[src/rtl/core/tccw_pkg.sv]
// Shared types, codes and constants of the text console character writer.
package tccw_pkg;

  // Default screen geometry
  localparam int unsigned COLUMNS_DEF  = 80;
  localparam int unsigned ROWS_DEF     = 25;
  localparam int unsigned TAB_STOP_DEF = 8;

  // Fixed field widths
  localparam int unsigned CHAR_W    = 8;
  localparam int unsigned COLOR_W   = 4;
  localparam int unsigned ATTR_W    = 2 * COLOR_W;
  localparam int unsigned CELL_W    = CHAR_W + ATTR_W;
  localparam int unsigned COL_OUT_W = 7;
  localparam int unsigned ROW_OUT_W = 5;
  localparam int unsigned OFF_OUT_W = 11;
  localparam int unsigned REQ_W     = 2;
  localparam int unsigned CFG_IDX_W = 2;

  // Character codes
  localparam logic [CHAR_W-1:0] CHAR_BS    = 8'h08;
  localparam logic [CHAR_W-1:0] CHAR_TAB   = 8'h09;
  localparam logic [CHAR_W-1:0] CHAR_LF    = 8'h0A;
  localparam logic [CHAR_W-1:0] CHAR_CR    = 8'h0D;
  localparam logic [CHAR_W-1:0] CHAR_SPACE = 8'h20;
  localparam logic [CHAR_W-1:0] CHAR_DEL   = 8'h7F;

  // Reset contents and colours
  localparam logic [CELL_W-1:0]  BLANK_RESET = 16'h0F20;
  localparam logic [COLOR_W-1:0] FORE_RESET  = 4'hF;
  localparam logic [COLOR_W-1:0] BACK_RESET  = 4'h0;

  // Configuration register indexes
  localparam logic [CFG_IDX_W-1:0] CFG_FORE_COLOR = 2'd0;
  localparam logic [CFG_IDX_W-1:0] CFG_BACK_COLOR = 2'd1;

  typedef enum logic [REQ_W-1:0] {
    REQ_PUT   = 2'd0,
    REQ_READ  = 2'd1,
    REQ_CLEAR = 2'd2
  } req_e;

  typedef enum logic [2:0] {
    ST_INIT,
    ST_IDLE,
    ST_EXEC,
    ST_SCROLL,
    ST_CLEAR,
    ST_FINISH
  } state_e;

  // Controller to datapath
  typedef struct packed {
    logic load;        // capture a new request
    logic exec;        // carry out the request
    logic sweep_en;    // write one blank cell and advance the sweep
    logic sweep_full;  // sweep the whole screen rather than one row
    logic sweep_init;  // use the power-on blank instead of the current one
    logic finish;      // load the result registers and strobe
  } dp_cmd_t;

  // Datapath to controller
  typedef struct packed {
    logic [REQ_W-1:0] req;
    logic             scroll;
    logic             sweep_last;
  } dp_status_t;

endpackage

[src/rtl/core/tccw_ctrl.sv]
// Controller state machine of the text console character writer.
module tccw_ctrl import tccw_pkg::*; (
  input  logic       clk_i,
  input  logic       rst_ni,
  input  logic       start,
  output logic       busy,
  input  dp_status_t status_i,
  output dp_cmd_t    cmd_o
);

  state_e state_q, state_d;

  always_ff @(posedge clk_i or negedge rst_ni) begin
    if (!rst_ni) begin
      state_q <= ST_INIT;
    end else begin
      state_q <= state_d;
    end
  end

  always_comb begin
    state_d = state_q;
    cmd_o   = '0;
    busy    = 1'b1;
    unique case (state_q)
      ST_INIT: begin
        cmd_o.sweep_en   = 1'b1;
        cmd_o.sweep_full = 1'b1;
        cmd_o.sweep_init = 1'b1;
        if (status_i.sweep_last) begin
          state_d = ST_IDLE;
        end
      end
      ST_IDLE: begin
        busy = 1'b0;
        if (start) begin
          cmd_o.load = 1'b1;
          state_d    = ST_EXEC;
        end
      end
      ST_EXEC: begin
        cmd_o.exec = 1'b1;
        unique case (status_i.req)
          REQ_PUT:   state_d = status_i.scroll ? ST_SCROLL : ST_FINISH;
          REQ_CLEAR: state_d = ST_CLEAR;
          default:   state_d = ST_FINISH;
        endcase
      end
      ST_SCROLL: begin
        cmd_o.sweep_en = 1'b1;
        if (status_i.sweep_last) begin
          state_d = ST_FINISH;
        end
      end
      ST_CLEAR: begin
        cmd_o.sweep_en   = 1'b1;
        cmd_o.sweep_full = 1'b1;
        if (status_i.sweep_last) begin
          state_d = ST_FINISH;
        end
      end
      ST_FINISH: begin
        cmd_o.finish = 1'b1;
        state_d      = ST_IDLE;
      end
      default: begin
        state_d = ST_IDLE;
      end
    endcase
  end

endmodule

[config.mk]
export PLATFORM = sky130hd
export DESIGN_NAME = tccw_ctrl
export DESIGN_NICKNAME = d
export VERILOG_FILES = /design/src/rtl/core/tccw_pkg.sv /design/src/rtl/core/tccw_ctrl.sv
export SDC_FILE = /design/constraint.sdc
export NUM_CORES = 1
export LEC_CHECK = 0
export ABC_AREA = 1
export BUFFER_PORTS_ARGS = -buffer_cell sky130_fd_sc_hd__buf_2
export CORE_AREA = 8 8 45 47
export CTS_CLUSTER_DIAMETER = 120
export CTS_CLUSTER_SIZE = 28
export DETAILED_ROUTE_END_ITERATION = 7
export DIE_AREA = 0 0 53 55
export GPL_TIMING_DRIVEN = 0
export MAX_ROUTING_LAYER = met4
export PLACE_DENSITY = 0.48
export SETUP_SLACK_MARGIN = 0.5
export SYNTH_ARGS = -nofsm -noshare
export SYNTH_HDL_FRONTEND = slang
export SYNTH_SLANG_ARGS = --single-unit
[constraint.sdc]
create_clock -name clk_i -period 1.6 [get_ports clk_i]
set_clock_uncertainty 0.2 [all_clocks]
set_input_delay 0.24 -clock clk_i [delete_from_list [all_inputs] [get_ports clk_i]]
set_output_delay 0.24 -clock clk_i [all_outputs]
set_load 0.02 [all_outputs]
* Yosys cells after proc, flatten, opt, wreduce, memory -nomap -nowiden
Cells that the tools add are included.
Operators by class: eq/ne operators 9, mux-type cells 14, reductions and logical operators 6
Operator list (count):
- $mux 3 | 4
- $pmux 3 s4 | 1
- $mux 1 | 8
- $eq 3x2->1 const B | 2
- $eq 3x3->1 const B | 2
- $pmux 3 s2 | 1
- $ne 2x2->1 const B | 2
- $reduce_or 2->1 | 2
- $eq 3x1->1 const B | 1
- $logic_not 3->1 | 1
- $reduce_and 3->1 | 1
- $reduce_or 3->1 | 1
- $eq 2x2->1 const B | 1
- $logic_not 2->1 | 1
- $ne 2x1->1 const B | 1
Storage, ports and cells: register bits 3, output and inout port bits 7

* Depth between registers and ports, before layout
word-level depth 4, depth in mapped cells 8

* Least setup slack after synthesis
Ideal clock, no wire load.
kind register to output, from register state_q[0], to output port cmd_o[1] (netlist name), data arrival time 1.145 ns, required time 1.160 ns, slack 0.015 ns, cell stages (with the launch flop) 5, cells stage by stage dfrtp_1 > buf_6 > nor2_2 > inv_2 > nor2_1
RTL lines:
- from (decl) | line tccw_ctrl.sv:11 | state_e state_q, state_d;
- from (signal assigned) | line tccw_ctrl.sv:17 | state_q <= state_d;
- to (decl) | line tccw_ctrl.sv:8 | output dp_cmd_t cmd_o

==> summary.txt <==
Outcome
  • Run status: complete, no violations

Placed design
  • Detailed Place HPWL: 600 um
  • Port bufs: 13
  • # placed instances: 73
  • Final GP Congestion: 0.699

GRT
  • Largest net degree at the start of global routing: 9
  • Antenna violations before repair: 0
  • Grt ovf: 0
  • Global-route wire length before repair: 1330 um
  • Number of global-route vias before repair: 341
  • GRT Resource Usage Total: 0.0620

Drt
  • Remaining DRCs: 0
  • Drt pass-1 iters: 4
  • WL final: 846 um
  • Vias/cell: 4.13
  • Final ANT Viol Nets: 0
  • WL/cell: 9.84 um
  • Initial DRC Count: 3
  • Vias: 355

Final layout
  • Largest reg by FF count: state_q
  • Max reg flops: 3
  • Biggest registers after layout: state_q: 3 flops
  • Final non-filler cell total: 86
  • Fraction of layout cells with a size suffix above 1: 0.614
  • P&R area growth vs syn: 99.1%
  • Fillers: 155
  • Antenna diode count: 0
  • Final nets: 78

Pwr
  • Maximum VDD drop: 0.737 mV
  • Leakage: 0.293 nW
  • Power Density: 2280 nW/um^2

STA
  • F_max: 0.643 GHz
  • Final min period: 1550 ps
  • Final hold viol count: 0
  • Final setup violating endpoints: 0
  • Slew @ Worst Pin: 199 ps
  • Hold slack final: 130 ps
  • Final worst-path cycle share: 0.972
  • Setup TNS Final: 0 ps
  • RSZ-0062 raised after global routing: true
  • Pins over their slew limit: 0
  • Slew HR: 0.867

Clock tree
  • CTS sink cnt: 3
  • CTS Root Cell: clkbuf_4
  • Clock transition at the registers of the reported paths: 40 ps
  • H-tree Lvls: 1
  • CTS tree: built
  • Clock Path Buffers: 2
  • Skew-Pair Late Insertion Delay: 230 ps
  • Total CTS buffers: 3

Critical path
  • R2r endpoint: state_q[1]$_DFFE_PN0P_
  • Critical path class: reg2out
  • Critical Path RT: 1160 ps
  • Setup crit start kind: flip-flop
  • Reg-to-reg critical path startpoint: state_q[1]$_DFFE_PN0P_
  • Crit. End Element: primary output
  • Reg-to-reg slack, setup: 240 ps
  • Critical path peak fanout: 6
  • R2R depth: 6
  • WP data arrival: 1110 ps

Floorplanning
  • Die Y: 55 um
  • I/O pins: 14
  • Site row count: 14
  • Core box area: 1380 sq um
  • Die W: 53 um
  • Die area: 2920 sq um
  • Starting density of the core: 0.206

Synthesis
  • Yosys reg bits: 3
  • Post-synth cell types: 15
  • Area contributors post-synth: dfrtp_1, nand2_1, nand3_1
  • Cell taking the most area after synthesis: dfrtp_1
  • Mapped Area: 285 sq um
  • Asr flop ratio synth: 1.00
  • Synth cell count leaders: nand2_1, nand3_1, inv_2, nor2_1
  • Synthesis warning total: 0
  • Sequential fraction of the synthesis area: 0.263
  • Syn Inst Count: 44
  • Number of flops mapped to enable cells by yosys: 0
  • Primary FF master, synth: dfrtp_1
  • Count leader, synth: nand2_1
  • Syn_area_per_cell: 6.48 sq um
  • Top-area cell type share of the netlist area: 0.263
  • Syn_nets: 51

Run
  • Maxcap violations: 0

Min path
  • Worst hold path type: in2async
==> placed cells by master (no fill, tap or decap), types with 2 or more instances in the layout <==
| cell | Yosys | routed |
|---|---|---|
| nand2_1 | 12 | 12 |
| buf_4 | 0 | 9 |
| buf_6 | 1 | 7 |
| buf_2 | 0 | 6 |
| nand3_1 | 7 | 5 |
| inv_4 | 0 | 3 |
| nor2_4 | 0 | 3 |
| inv_1 | 3 | 3 |
| nand2_4 | 3 | 3 |
| clkbuf_4 | 0 | 3 |
| inv_2 | 4 | 2 |
| dfrtp_2 | 0 | 2 |
==> metal layers <==
metal	global-route usage	share of wire	routed length, um
met5	-	0	0
met4	0.0388	0	0
met3	0.0107	0.070	59
met2	0.105	0.50	425
met1	0.0656	0.43	360
==> layout make-up <==
cell class | instances | area (sq um) | share of cell area
Clock buffer | 4 | 26.3 | 0.0463
Sequential cell | 3 | 77.6 | 0.137
Tap cell | 16 | 20.0 | 0.0352
Inverter | 8 | 37.5 | 0.0661
Buffer | 1 | 11.3 | 0.0198
Timing Repair Buffer | 22 | 175 | 0.308
Multi-Input combinational cell | 32 | 220 | 0.388
==> worst max path at each step <==
stage / slack, ps / to / startpoint / depth (start not counted)
3_3_place_gp: 180 / cmd_o[5] / state_q[1]$_DFFE_PN0P_ / 4
3_5_place_dp: 180 / cmd_o[5] / state_q[1]$_DFFE_PN0P_ / 4
5_1_grt: 10 / cmd_o[5] / state_q[1]$_DFFE_PN0P_ / 4
4_1_cts: 30 / cmd_o[5] / state_q[1]$_DFFE_PN0P_ / 4
2_1_floorplan: 240 / state_q[0]$_DFFE_PN0P_ / state_q[0]$_DFFE_PN0P_ / 7
6_report: 50 / cmd_o[1] / state_q[1]$_DFFE_PN0P_ / 4
==> critical path, cell delays in order (launching register included) <==
cell and delay, ps:
dfrtp_2 470, nor2_4 160, inv_4 60, nor2_4 70
buf_6 110
==> logic make-up (layout without fill, tap and decap cells) <==
kind of cell | count (synthesis) | count (layout) | synth area share
and+or+nand+nor | 30 | 30 | 0.548
buffers and inverters | 9 | 35 | 0.145
DFF | 3 | 3 | 0.263
AOI/OAI and AO/OA | 2 | 2 | 0.0439
==> what timing repair did <==
action	CTS	global route
hold buffers	1	0
buffers inserted	7	1
pin swaps	5	2
gates cloned	0	0
setup endpoints to repair	10	10
hold endpoints to repair	3	0
gates resized for setup	15	4
==> per-stage QoR <==
stage,area [sq um],worst slack [ps],total power [mW],utilization
6_report,568,45.6,1.30,0.410
2_1_floorplan,333,240,0.713,-
3_5_place_dp,418,185,0.871,0.302
3_3_place_gp,418,184,0.873,0.302
5_1_grt,568,11.5,1.39,0.410
4_1_cts,551,25.4,1.26,0.398
==> power by group <==
part / total, mW / switching [mW] / internal (mW)
combinational: 0.990 / 0.516 / 0.474
sequential: 0.173 / 0.0544 / 0.119
clock: 0.133 / 0.0397 / 0.0935
total: 1.30 / 0.610 / 0.686
Power figures use the tool's default switching activity.
